### src/rtl/e2bmw_pkg.sv
// ----------------------------------------------------------------------------
// e2bmw_pkg
// Shared types, codes and helpers for the ext2 block map walker.
// ----------------------------------------------------------------------------
package e2bmw_pkg;

  // field widths
  localparam int WORD_W   = 32;
  localparam int ADDR_W   = 48;
  localparam int LOG_W    = 3;
  localparam int SLOT_W   = 4;
  localparam int CMD_W    = 2;
  localparam int STATUS_W = 3;
  localparam int LEV_W    = 2;
  localparam int LIM_W    = 44;
  localparam int LP_W     = 4;
  localparam int SH_W     = 5;

  // inode pointer layout
  localparam int POINTER_SLOTS = 15;
  localparam int DIRECT_SLOTS  = 12;
  localparam int SLOT_SINGLE   = 12;
  localparam int SLOT_DOUBLE   = 13;
  localparam int SLOT_TRIPLE   = 14;
  localparam int WORD_SHIFT    = 2;
  localparam int PTR_SHIFT     = 8;
  localparam int LOG_MAX       = 6;

  // default queue depth between front and back
  localparam int QUEUE_DEPTH = 2;

  // command codes
  localparam logic [CMD_W-1:0] CMD_LOAD   = 2'd0;
  localparam logic [CMD_W-1:0] CMD_LOOKUP = 2'd1;
  localparam logic [CMD_W-1:0] CMD_RESP   = 2'd2;

  // result status codes
  localparam logic [STATUS_W-1:0] ST_READ   = 3'd0;
  localparam logic [STATUS_W-1:0] ST_MAPPED = 3'd1;
  localparam logic [STATUS_W-1:0] ST_HOLE   = 3'd2;
  localparam logic [STATUS_W-1:0] ST_BEYOND = 3'd3;
  localparam logic [STATUS_W-1:0] ST_REJECT = 3'd4;

  // classified work kinds
  typedef enum logic [2:0] {
    K_LOAD,
    K_DIRECT,
    K_INDIRECT,
    K_BEYOND,
    K_RESP,
    K_REJECT
  } kind_t;

  // one queued work item
  typedef struct packed {
    kind_t              kind;
    logic [LEV_W-1:0]   level;
    logic [SLOT_W-1:0]  slot;
    logic [WORD_W-1:0]  value;
  } entry_t;

  // clamp the block size code to its top legal value
  function automatic logic [LOG_W-1:0] eff_log(input logic [LOG_W-1:0] lg);
    return (lg > LOG_W'(LOG_MAX)) ? LOG_W'(LOG_MAX) : lg;
  endfunction

  // first logical index past the single, double or triple range
  function automatic logic [LIM_W-1:0] range_limit(input logic [LOG_W-1:0] lg,
                                                   input logic [LEV_W-1:0] lvl);
    logic [LP_W-1:0]  lp;
    logic [LIM_W-1:0] p1;
    logic [LIM_W-1:0] p2;
    logic [LIM_W-1:0] p3;
    logic [LIM_W-1:0] lim;
    lp  = LP_W'(PTR_SHIFT) + LP_W'(lg);
    p1  = LIM_W'(1) << lp;
    p2  = p1 << lp;
    p3  = p2 << lp;
    lim = LIM_W'(DIRECT_SLOTS) + p1;
    if (lvl >= LEV_W'(1)) lim = lim + p2;
    if (lvl >= LEV_W'(2)) lim = lim + p3;
    return lim;
  endfunction

endpackage

### src/rtl/e2bmw_in_if.sv
// ----------------------------------------------------------------------------
// e2bmw_in_if
// Command channel into the block map walker.
// ----------------------------------------------------------------------------
interface e2bmw_in_if;
  import e2bmw_pkg::*;

  logic                valid;
  logic                ready;
  logic [CMD_W-1:0]    command;
  logic [SLOT_W-1:0]   slot;
  logic [WORD_W-1:0]   pointer_value;
  logic [WORD_W-1:0]   logical_index;
  logic [WORD_W-1:0]   read_data;

  modport source (
    output valid, command, slot, pointer_value, logical_index, read_data,
    input  ready
  );

  modport sink (
    input  valid, command, slot, pointer_value, logical_index, read_data,
    output ready
  );
endinterface

### src/rtl/e2bmw_out_if.sv
// ----------------------------------------------------------------------------
// e2bmw_out_if
// Result channel out of the block map walker.
// ----------------------------------------------------------------------------
interface e2bmw_out_if;
  import e2bmw_pkg::*;

  logic                valid;
  logic                ready;
  logic [STATUS_W-1:0] status;
  logic [ADDR_W-1:0]   read_address;
  logic [WORD_W-1:0]   block_number;

  modport source (
    output valid, status, read_address, block_number,
    input  ready
  );

  modport sink (
    input  valid, status, read_address, block_number,
    output ready
  );
endinterface

### src/rtl/e2bmw_front.sv
// ----------------------------------------------------------------------------
// e2bmw_front
// Accepts command beats and classifies them: slot checks, mapping range and
// offset within the indirect range.
// ----------------------------------------------------------------------------
module e2bmw_front (
  e2bmw_in_if.sink                   in_ch,
  input  logic [e2bmw_pkg::LOG_W-1:0] lg,
  input  logic                       q_full,
  output logic                       push,
  output e2bmw_pkg::entry_t          push_entry
);
  import e2bmw_pkg::*;

  logic [LIM_W-1:0] idx_ext;
  logic [LIM_W-1:0] lim_single;
  logic [LIM_W-1:0] lim_double;
  logic [LIM_W-1:0] lim_triple;

  // take a beat whenever the queue has room
  assign in_ch.ready = !q_full;
  assign push        = in_ch.valid && !q_full;

  // range boundaries for the current block size
  assign idx_ext    = LIM_W'(in_ch.logical_index);
  assign lim_single = range_limit(lg, LEV_W'(0));
  assign lim_double = range_limit(lg, LEV_W'(1));
  assign lim_triple = range_limit(lg, LEV_W'(2));

  // classify the beat
  always_comb begin
    push_entry       = '0;
    push_entry.kind  = K_REJECT;
    case (in_ch.command)
      CMD_LOAD: begin
        if (in_ch.slot < SLOT_W'(POINTER_SLOTS)) begin
          push_entry.kind  = K_LOAD;
          push_entry.slot  = in_ch.slot;
          push_entry.value = in_ch.pointer_value;
        end
      end
      CMD_LOOKUP: begin
        if (in_ch.logical_index < WORD_W'(DIRECT_SLOTS)) begin
          push_entry.kind = K_DIRECT;
          push_entry.slot = in_ch.logical_index[SLOT_W-1:0];
        end else if (idx_ext < lim_single) begin
          push_entry.kind  = K_INDIRECT;
          push_entry.level = LEV_W'(0);
          push_entry.slot  = SLOT_W'(SLOT_SINGLE);
          push_entry.value = in_ch.logical_index - WORD_W'(DIRECT_SLOTS);
        end else if (idx_ext < lim_double) begin
          push_entry.kind  = K_INDIRECT;
          push_entry.level = LEV_W'(1);
          push_entry.slot  = SLOT_W'(SLOT_DOUBLE);
          push_entry.value = in_ch.logical_index - lim_single[WORD_W-1:0];
        end else if (idx_ext < lim_triple) begin
          push_entry.kind  = K_INDIRECT;
          push_entry.level = LEV_W'(2);
          push_entry.slot  = SLOT_W'(SLOT_TRIPLE);
          push_entry.value = in_ch.logical_index - lim_double[WORD_W-1:0];
        end else begin
          push_entry.kind = K_BEYOND;
        end
      end
      CMD_RESP: begin
        push_entry.kind  = K_RESP;
        push_entry.value = in_ch.read_data;
      end
      default: begin
        push_entry.kind = K_REJECT;
      end
    endcase
  end

endmodule

### src/rtl/e2bmw_queue.sv
// ----------------------------------------------------------------------------
// e2bmw_queue
// Small fifo of classified work between front and back.
// ----------------------------------------------------------------------------
module e2bmw_queue #(
  parameter int DEPTH = e2bmw_pkg::QUEUE_DEPTH
) (
  input  logic              clk,
  input  logic              rst_n,
  input  logic              push,
  input  e2bmw_pkg::entry_t push_entry,
  input  logic              pop,
  output e2bmw_pkg::entry_t head,
  output logic              full,
  output logic              empty
);
  import e2bmw_pkg::*;

  localparam int IDX_W = (DEPTH > 1) ? $clog2(DEPTH) : 1;
  localparam int CNT_W = $clog2(DEPTH + 1);

  entry_t           mem_r [DEPTH];
  logic [IDX_W-1:0] wr_ptr_r, wr_ptr_nxt;
  logic [IDX_W-1:0] rd_ptr_r, rd_ptr_nxt;
  logic [CNT_W-1:0] count_r, count_nxt;

  assign full  = (count_r == CNT_W'(DEPTH));
  assign empty = (count_r == '0);
  assign head  = mem_r[rd_ptr_r];

  // pointer and fill count update
  always_comb begin
    wr_ptr_nxt = wr_ptr_r;
    rd_ptr_nxt = rd_ptr_r;
    count_nxt  = count_r;
    if (push) begin
      wr_ptr_nxt = (wr_ptr_r == IDX_W'(DEPTH - 1)) ? '0 : wr_ptr_r + IDX_W'(1);
    end
    if (pop) begin
      rd_ptr_nxt = (rd_ptr_r == IDX_W'(DEPTH - 1)) ? '0 : rd_ptr_r + IDX_W'(1);
    end
    if (push && !pop) begin
      count_nxt = count_r + CNT_W'(1);
    end else if (pop && !push) begin
      count_nxt = count_r - CNT_W'(1);
    end
  end

  always_ff @(posedge clk) begin
    if (!rst_n) begin
      wr_ptr_r <= '0;
      rd_ptr_r <= '0;
      count_r  <= '0;
    end else begin
      wr_ptr_r <= wr_ptr_nxt;
      rd_ptr_r <= rd_ptr_nxt;
      count_r  <= count_nxt;
    end
  end

  // entry storage
  always_ff @(posedge clk) begin
    if (push) begin
      mem_r[wr_ptr_r] <= push_entry;
    end
  end

endmodule

### src/rtl/e2bmw_back.sv
// ----------------------------------------------------------------------------
// e2bmw_back
// Executes queued work against the pointer slots and walk state, and
// holds the result beat in an output register.
// ----------------------------------------------------------------------------
module e2bmw_back (
  input  logic                       clk,
  input  logic                       rst_n,
  input  logic [e2bmw_pkg::LOG_W-1:0] lg,
  input  e2bmw_pkg::entry_t          head,
  input  logic                       head_valid,
  output logic                       pop,
  e2bmw_out_if.source                out_ch
);
  import e2bmw_pkg::*;

  // pointer slots and walk state
  logic [WORD_W-1:0]   ptr_tab_r [POINTER_SLOTS];
  logic [WORD_W-1:0]   walk_offset_r, walk_offset_nxt;
  logic [LEV_W-1:0]    levels_left_r, levels_left_nxt;
  logic                walk_busy_r, walk_busy_nxt;

  // result register
  logic                out_valid_r, out_valid_nxt;
  logic [STATUS_W-1:0] status_r, status_nxt;
  logic [ADDR_W-1:0]   addr_r, addr_nxt;
  logic [WORD_W-1:0]   blk_r, blk_nxt;

  // execution datapath
  logic                tab_we;
  logic                res_valid;
  logic [STATUS_W-1:0] res_status;
  logic [WORD_W-1:0]   res_blk;
  logic                do_issue;
  logic [WORD_W-1:0]   issue_blk;
  logic [LEV_W-1:0]    issue_lev;
  logic [WORD_W-1:0]   issue_off;
  logic [WORD_W-1:0]   slot_ptr;
  logic [LP_W-1:0]     lp;
  logic [SH_W-1:0]     lev_shift;
  logic [WORD_W-1:0]   entry_mask;
  logic [WORD_W-1:0]   entry_idx;
  logic [ADDR_W-1:0]   issue_addr;

  assign pop      = head_valid && (!out_valid_r || out_ch.ready);
  assign slot_ptr = ptr_tab_r[head.slot];
  assign lp       = LP_W'(PTR_SHIFT) + LP_W'(lg);

  // pointer word address for the level being issued
  always_comb begin
    case (issue_lev)
      2'd0:    lev_shift = '0;
      2'd1:    lev_shift = SH_W'(lp);
      2'd2:    lev_shift = SH_W'({lp, 1'b0});
      default: lev_shift = '0;
    endcase
    entry_mask = (WORD_W'(1) << lp) - WORD_W'(1);
    entry_idx  = (issue_off >> lev_shift) & entry_mask;
    issue_addr = (ADDR_W'(issue_blk) << (SH_W'(lp) + SH_W'(WORD_SHIFT)))
               + (ADDR_W'(entry_idx) << WORD_SHIFT);
  end

  // decide the work item at the queue head
  always_comb begin
    walk_offset_nxt = walk_offset_r;
    levels_left_nxt = levels_left_r;
    walk_busy_nxt   = walk_busy_r;
    tab_we          = 1'b0;
    res_valid       = 1'b0;
    res_status      = ST_REJECT;
    res_blk         = '0;
    do_issue        = 1'b0;
    issue_blk       = head.value;
    issue_lev       = head.level;
    issue_off       = head.value;
    if (pop) begin
      case (head.kind)
        K_LOAD: begin
          if (walk_busy_r) res_valid = 1'b1;
          else             tab_we    = 1'b1;
        end
        K_BEYOND: begin
          res_valid = 1'b1;
          if (!walk_busy_r) res_status = ST_BEYOND;
        end
        K_DIRECT: begin
          res_valid = 1'b1;
          if (!walk_busy_r) begin
            if (slot_ptr == '0) begin
              res_status = ST_HOLE;
            end else begin
              res_status = ST_MAPPED;
              res_blk    = slot_ptr;
            end
          end
        end
        K_INDIRECT: begin
          res_valid = 1'b1;
          if (!walk_busy_r) begin
            if (slot_ptr == '0) begin
              res_status = ST_HOLE;
            end else begin
              do_issue        = 1'b1;
              issue_blk       = slot_ptr;
              walk_offset_nxt = head.value;
            end
          end
        end
        K_RESP: begin
          res_valid = 1'b1;
          if (walk_busy_r) begin
            if (head.value == '0) begin
              walk_busy_nxt   = 1'b0;
              levels_left_nxt = '0;
              res_status      = ST_HOLE;
            end else if (levels_left_r == '0) begin
              walk_busy_nxt = 1'b0;
              res_status    = ST_MAPPED;
              res_blk       = head.value;
            end else begin
              do_issue  = 1'b1;
              issue_lev = levels_left_r - LEV_W'(1);
              issue_off = walk_offset_r;
            end
          end
        end
        default: begin
          res_valid = 1'b1;
        end
      endcase
      if (do_issue) begin
        res_status      = ST_READ;
        levels_left_nxt = issue_lev;
        walk_busy_nxt   = 1'b1;
      end
    end
  end

  // result register next value
  always_comb begin
    out_valid_nxt = out_valid_r;
    status_nxt    = status_r;
    addr_nxt      = addr_r;
    blk_nxt       = blk_r;
    if (pop) begin
      out_valid_nxt = res_valid;
      status_nxt    = res_status;
      addr_nxt      = do_issue ? issue_addr : '0;
      blk_nxt       = res_blk;
    end else if (out_ch.ready) begin
      out_valid_nxt = 1'b0;
    end
  end

  always_ff @(posedge clk) begin
    if (!rst_n) begin
      walk_offset_r <= '0;
      levels_left_r <= '0;
      walk_busy_r   <= 1'b0;
      out_valid_r   <= 1'b0;
    end else begin
      walk_offset_r <= walk_offset_nxt;
      levels_left_r <= levels_left_nxt;
      walk_busy_r   <= walk_busy_nxt;
      out_valid_r   <= out_valid_nxt;
    end
  end

  // result payload
  always_ff @(posedge clk) begin
    status_r <= status_nxt;
    addr_r   <= addr_nxt;
    blk_r    <= blk_nxt;
  end

  // pointer slots, cleared by reset
  always_ff @(posedge clk) begin
    if (!rst_n) begin
      for (int i = 0; i < POINTER_SLOTS; i++) begin
        ptr_tab_r[i] <= '0;
      end
    end else if (tab_we) begin
      ptr_tab_r[head.slot] <= head.value;
    end
  end

  assign out_ch.valid        = out_valid_r;
  assign out_ch.status       = status_r;
  assign out_ch.read_address = addr_r;
  assign out_ch.block_number = blk_r;

endmodule

### src/rtl/ext2_block_map_walker_core.sv
// ----------------------------------------------------------------------------
// ext2_block_map_walker_core
// Maps file block indexes to physical blocks through the ext2 pointer tree.
// ----------------------------------------------------------------------------
// Load the 15 inode pointers with load beats, then send a lookup beat. The
// block answers with mapped, hole or beyond map, or with a read request for
// one pointer word; feed each word back as a response beat until the walk
// ends. One beat is accepted per cycle while the front queue has room. An
// accepted beat is registered in the queue, and its result is then loaded
// into the output register; a stalled result holds the queue, and the input
// stalls once the queue is full. The pace of a walk is set by the memory
// round trip outside the block, one response beat per indirect level. Beats
// out of turn, an unknown command or a slot past 14 come back as rejected.
// log_block_size is written on cfg_we/cfg_wdata; the user must write it only
// while nothing is in flight, the block itself does not enforce this. Reset
// clears control state, pointer slots and block size, but not the result
// payload or queue storage; there is no clearing pass.
module ext2_block_map_walker_core #(
  parameter int QUEUE_DEPTH = e2bmw_pkg::QUEUE_DEPTH
) (
  input  logic                        clk,
  input  logic                        rst_n,
  e2bmw_in_if.sink                    in_ch,
  e2bmw_out_if.source                 out_ch,
  input  logic                        cfg_we,
  input  logic [e2bmw_pkg::LOG_W-1:0] cfg_wdata
);
  import e2bmw_pkg::*;

  logic [LOG_W-1:0] cfg_log_r;
  logic [LOG_W-1:0] lg_eff;
  logic             push;
  logic             pop;
  logic             q_full;
  logic             q_empty;
  entry_t           push_entry;
  entry_t           head_entry;

  // block size register
  always_ff @(posedge clk) begin
    if (!rst_n) begin
      cfg_log_r <= '0;
    end else if (cfg_we) begin
      cfg_log_r <= cfg_wdata;
    end
  end

  assign lg_eff = eff_log(cfg_log_r);

  e2bmw_front u_front (
    .in_ch      (in_ch),
    .lg         (lg_eff),
    .q_full     (q_full),
    .push       (push),
    .push_entry (push_entry)
  );

  e2bmw_queue #(
    .DEPTH (QUEUE_DEPTH)
  ) u_queue (
    .clk        (clk),
    .rst_n      (rst_n),
    .push       (push),
    .push_entry (push_entry),
    .pop        (pop),
    .head       (head_entry),
    .full       (q_full),
    .empty      (q_empty)
  );

  e2bmw_back u_back (
    .clk        (clk),
    .rst_n      (rst_n),
    .lg         (lg_eff),
    .head       (head_entry),
    .head_valid (!q_empty),
    .pop        (pop),
    .out_ch     (out_ch)
  );

endmodule

### src/flat_wrapper.sv
// flat-port wrapper written by rule: the top's interface ports become plain ports
module ext2_block_map_walker_core_flat import e2bmw_pkg::*;
#(
  parameter int QUEUE_DEPTH = e2bmw_pkg::QUEUE_DEPTH
)
  (clk, rst_n, cfg_we, cfg_wdata, in_ch_valid, in_ch_command, in_ch_slot, in_ch_pointer_value, in_ch_logical_index, in_ch_read_data, in_ch_ready, out_ch_valid, out_ch_status, out_ch_read_address, out_ch_block_number, out_ch_ready);
  e2bmw_in_if in_ch_i ();
  e2bmw_out_if out_ch_i ();
  input  logic clk;
  input  logic rst_n;
  input  logic cfg_we;
  input  logic [e2bmw_pkg::LOG_W-1:0] cfg_wdata;
  input wire logic [$bits(in_ch_i.valid)-1:0] in_ch_valid;
  input wire logic [$bits(in_ch_i.command)-1:0] in_ch_command;
  input wire logic [$bits(in_ch_i.slot)-1:0] in_ch_slot;
  input wire logic [$bits(in_ch_i.pointer_value)-1:0] in_ch_pointer_value;
  input wire logic [$bits(in_ch_i.logical_index)-1:0] in_ch_logical_index;
  input wire logic [$bits(in_ch_i.read_data)-1:0] in_ch_read_data;
  output wire logic [$bits(in_ch_i.ready)-1:0] in_ch_ready;
  output wire logic [$bits(out_ch_i.valid)-1:0] out_ch_valid;
  output wire logic [$bits(out_ch_i.status)-1:0] out_ch_status;
  output wire logic [$bits(out_ch_i.read_address)-1:0] out_ch_read_address;
  output wire logic [$bits(out_ch_i.block_number)-1:0] out_ch_block_number;
  input wire logic [$bits(out_ch_i.ready)-1:0] out_ch_ready;
  assign in_ch_i.valid = in_ch_valid;
  assign in_ch_i.command = in_ch_command;
  assign in_ch_i.slot = in_ch_slot;
  assign in_ch_i.pointer_value = in_ch_pointer_value;
  assign in_ch_i.logical_index = in_ch_logical_index;
  assign in_ch_i.read_data = in_ch_read_data;
  assign in_ch_ready = in_ch_i.ready;
  assign out_ch_valid = out_ch_i.valid;
  assign out_ch_status = out_ch_i.status;
  assign out_ch_read_address = out_ch_i.read_address;
  assign out_ch_block_number = out_ch_i.block_number;
  assign out_ch_i.ready = out_ch_ready;
  ext2_block_map_walker_core #(.QUEUE_DEPTH(QUEUE_DEPTH)) u_core (.clk(clk), .rst_n(rst_n), .in_ch(in_ch_i), .out_ch(out_ch_i), .cfg_we(cfg_we), .cfg_wdata(cfg_wdata));
endmodule
### config.mk
export PLATFORM = sky130hd
export DESIGN_NAME = ext2_block_map_walker_core_flat
export DESIGN_NICKNAME = d
export VERILOG_FILES = /design/src/rtl/e2bmw_pkg.sv /design/src/rtl/e2bmw_in_if.sv /design/src/rtl/e2bmw_out_if.sv /design/src/rtl/e2bmw_front.sv /design/src/rtl/e2bmw_queue.sv /design/src/rtl/e2bmw_back.sv /design/src/rtl/ext2_block_map_walker_core.sv /design/src/flat_wrapper.sv
export SDC_FILE = /design/constraint.sdc
export NUM_CORES = 2
export LEC_CHECK = 0
export BUFFER_PORTS_ARGS = -buffer_cell sky130_fd_sc_hd__buf_4
export CORE_MARGIN = 2
export CORE_UTILIZATION = 51
export CTS_CLUSTER_DIAMETER = 40
export CTS_CLUSTER_SIZE = 28
export DETAILED_ROUTE_END_ITERATION = 10
export HOLD_SLACK_MARGIN = 0.15
export PLACE_DENSITY_LB_ADDON = 0.08
export SLEW_MARGIN = 15
export SYNTH_ARGS = -nofsm -noshare
export SYNTH_HDL_FRONTEND = slang
export SYNTH_SLANG_ARGS = --single-unit
### constraint.sdc
create_clock -name clk -period 23.1 [get_ports clk]
set_input_delay 2.31 -clock clk [delete_from_list [all_inputs] [get_ports clk]]
set_output_delay 2.31 -clock clk [all_outputs]
set_load 0.02 [all_outputs]
==> key figures <==
Yosys
  – Synth Area in Compound Gates: 14.3%
  – Distinct cell type count after synthesis: 97
  – Synth Cell Area: around 40,000 um2
  – Ys flop type: edfxtp_1
  – Sequential area share after synthesis: 53.7%
  – Adder-Cell Fraction of Synth Area: between 2 and 3%
  – Asr flop ratio synth: 0%
  – Post-synth EDFFs: slightly below 700
  – Ranking of synthesized cells by area: edfxtp_1 51%, mux2i_1 7.4%, nor2_1 7.1%
  – Synth top area share: approximately half
  – Mux share of post-synthesis cell area: 8.98%
  – YS warnings: 0
  – Seq cells post-synth: 721
  – Avg Inst Size Synth: 10.5 um2
  – Main combinational cell family by area after synthesis: simple AND/OR/NAND/NOR gates
  – Synth Instances: 3,758
  – Post-synthesis xor/xnor area fraction: under 10%
  – Synth area leader: edfxtp_1
  – Simple-gate area share of the yosys netlist: between 10% and 20%

Min path
  – Hold Crit Class: reg2reg
  – Hold path depth: 2

Route
  – WL/cell: 29.1 um
  – Routed Antenna Nets: 0
  – Initial DRC count: 4,873
  – Pre-Repair DR Iteration Count: 6
  – DR DRC count: 0
  – DRT Wirelength: about 150,000 um
  – Vias: between 30,000 and 40,000
  – Via-per-instance ratio: between 6 and 7

Worst setup path
  – RR Endpoint: u_core.u_back.out_ch.read_address[41]
  – Slowest cell delay on critical path: around 1.0 ns
  – Crit path capture: u_core.u_back.out_ch.read_address[41]
  – Data arrival, critical path: approximately 11 ns
  – Cell repeated most along the worst path: nor2_1
  – Worst-path fanout max: 48
  – Worst EP required: between 20 and 25 ns
  – FF-to-FF path depth: 36
  – Crit end category: flop
  – Slowest cell on the critical path: mux2i_2
  – Critical path type: reg2reg
  – Critical path startpoint category: flop
  – Reg2reg setup slack: roughly 13 ns

Clock tree
  – Post_cts resized: 0
  – Clock Root Buffer: clkbuf_16
  – H-tree levels: 3
  – Clk buf depth: 3
  – Sink Count: roughly 700
  – Hold_buf cts: 0
  – Total CTS buffers: 101
  – Setup bufs post-CTS: 0
  – CTS tree: yes
  – Reg clk slew, reported paths: around 0.050 ns
  – Worst skew pair latency: ~0.70 ns

Floorplan
  – Site Rows: between 100 and 150
  – Die X: about 280 um
  – Die ar.: approximately 80,000 um2
  – Initial Util: between 50% and 60%
  – IO Pins: 195
  – Total core area: ~77,000 um2
  – Die H: 282 um

Final layout
  – Most common cell after layout, fill and taps aside: nor2_1
  – Layout cells sized above 1: ~16%
  – Commonest non-fill, non-tap cells in the layout: 743 x nor2_1, 677 x edfxtp_1, 367 x o21ai_0, 296 x buf_4, 258 x mux2i_1
  – Post-layout util: approximately three fifths
  – Register area: 21,200 um2
  – Multi-input logic area: roughly 17,000 um2
  – Filler cell count in the final layout: about 6,500
  – Fin nets: between 4,000 and 5,000
  – Area growth syn-to-layout: 15.6%

GRT
  – Initial antenna violation count: 5
  – Grt ovf: 0
  – Vias in the first global route: ~32,000
  – Total GRT Usage: a little over a third
  – First-pass GRT wire length: about 210,000 um
  – Largest net degree at the start of global routing: 126

Power and ir drop
  – Leak Pwr: about 18 nW
  – Total power: approximately 5.5 mW
  – Cell area power density: 121 nW/um2
  – VDD IR max: ~0.084 mV

STA
  – Rel. slew slack: roughly a fifth
  – Final Hold Viols: 0
  – Final setup violation count: 0
  – Final Critical Period: around 10 ns
  – Max Clock Skew: roughly 0.05 ns
  – Upper clock frequency limit: just under 100 MHz
  – Period utilization: ~45%
  – Pin slew with the least headroom to its limit: around 1.2 ns
  – Total negative setup slack: 0 ns
  – RSZ-0062 raised after global routing: false
  – Slew Viols, Final: 0

Outcome
  – Status: complete, no violations

Placed design
  – GPL Wtd Cong: 0.951
  – IO buf count: ~190
  – HPWL after detailed placement: 92,200 um

Flow run
  – Max Cap Viol: 0
## cell families after synthesis
logic type,Yosys count
AOI/OAI and AO/OA,888
xor gates and xnor gates,87
adders and majority gates,82
buffers and inverters,382
DFF,721
muxes,330
other,2
and+or+nand+nor,1266
## critical path, delay by kind of cell (launching register included)
family | cells | cell delay [ns]
compound gates | 13 | 3.14
simple gates | 13 | 2.83
mux | 3 | 1.50
buf+inv | 4 | 1.27
fa+ha+maj | 2 | 0.62
flops | 1 | 0.59
xor+xnor | 1 | 0.15
## power by group
group | internal, mW | switching, mW
clock network | 0.954 | 0.637
registers | 1.61 | 0.0616
logic | 0.708 | 1.54
## cell type report
class | instances | area share, %
diodes | 1 | 0.00548
multi-input cells | 2681 | 37.4
clock buffers | 112 | 5.62
well taps | 1040 | 2.85
repair buffers | 297 | 4.91
flip-flops and latches | 721 | 46.4
clock inverters | 78 | 2.03
inverters | 83 | 0.688
## routing by layer
metal  vias to the layer above  wire [um]  GRT usage [%]
li1                      14100          -              -
met1                     16300      57500           50.0
met2                      2292      65100           55.2
met3                       393      16600           7.09
met4                         4       6620           16.0
met5                         -         25              0
## flip-flops by register name, summed over array words and instances, names as in the netlist, named ones only
name / cells
u_core.u_queue.mem_r: 82
u_core.u_back.walk_busy_r: 1
u_core.u_back.walk_offset_r: 32
u_core.u_back.levels_left_r: 2
u_core.u_back.ptr_tab_r: 512
u_core.u_back.out_ch.block_number: 32
u_core.u_back.out_ch.valid: 1
u_core.cfg_log_r: 3
u_core.u_queue.rd_ptr_r: 1
u_core.u_back.out_ch.status: 3
u_core.u_queue.count_r: 2
u_core.u_back.out_ch.read_address: 48
u_core.u_queue.wr_ptr_r: 1
## how the worst min path moves through the flow
stage                                            to  slack, ns                            start
global route        u_core.u_back.walk_offset_r[12]       0.52  u_core.u_back.walk_offset_r[12]
global placement          u_core.u_back.walk_busy_r       0.48        u_core.u_back.walk_busy_r
finish                    u_core.u_back.walk_busy_r       0.50        u_core.u_back.walk_busy_r
detailed placement        u_core.u_back.walk_busy_r       0.49        u_core.u_back.walk_busy_r
floorplan                 u_core.u_back.walk_busy_r       0.45        u_core.u_back.walk_busy_r
CTS                  u_core.u_back.walk_offset_r[7]       0.50   u_core.u_back.walk_offset_r[7]
## cells in the mapped netlist (18+ instances only)
library cell and number:
mux2i_1 291, nand2_1 225, edfxtp_1 677, o21ai_0 367, xor2_1 47, a21oi_1 95
nand3_1 46, a22oi_1 37, o21ai_1 21, o21bai_1 23, ha_1 80, nor2_1 746
a41oi_1 58, mux2_2 19, o22ai_1 65, inv_1 79, and2_1 18, buf_2 21
o211ai_1 36, xnor2_1 40, dfxtp_1 44, a21o_1 21, clkbuf_1 227, a211oi_1 46
or4_1 22, nor3_1 39, nand4_1 34, nor4_1 18, buf_1 21
## through the flow
stage          hold WS [ns]  cell area, um2  cells  setup slack, ns
2_1_floorplan         0.454           39600   3784            13.89
3_3_place_gp          0.483           42100   4822            12.89
3_5_place_dp          0.487           42100   4822            12.99
4_1_cts               0.498           45600   5012            12.92
5_1_grt               0.521           45700   5012            11.94
6_report              0.500           45700   5013            12.69
Note: power is estimated with default switching activity, not from simulation.
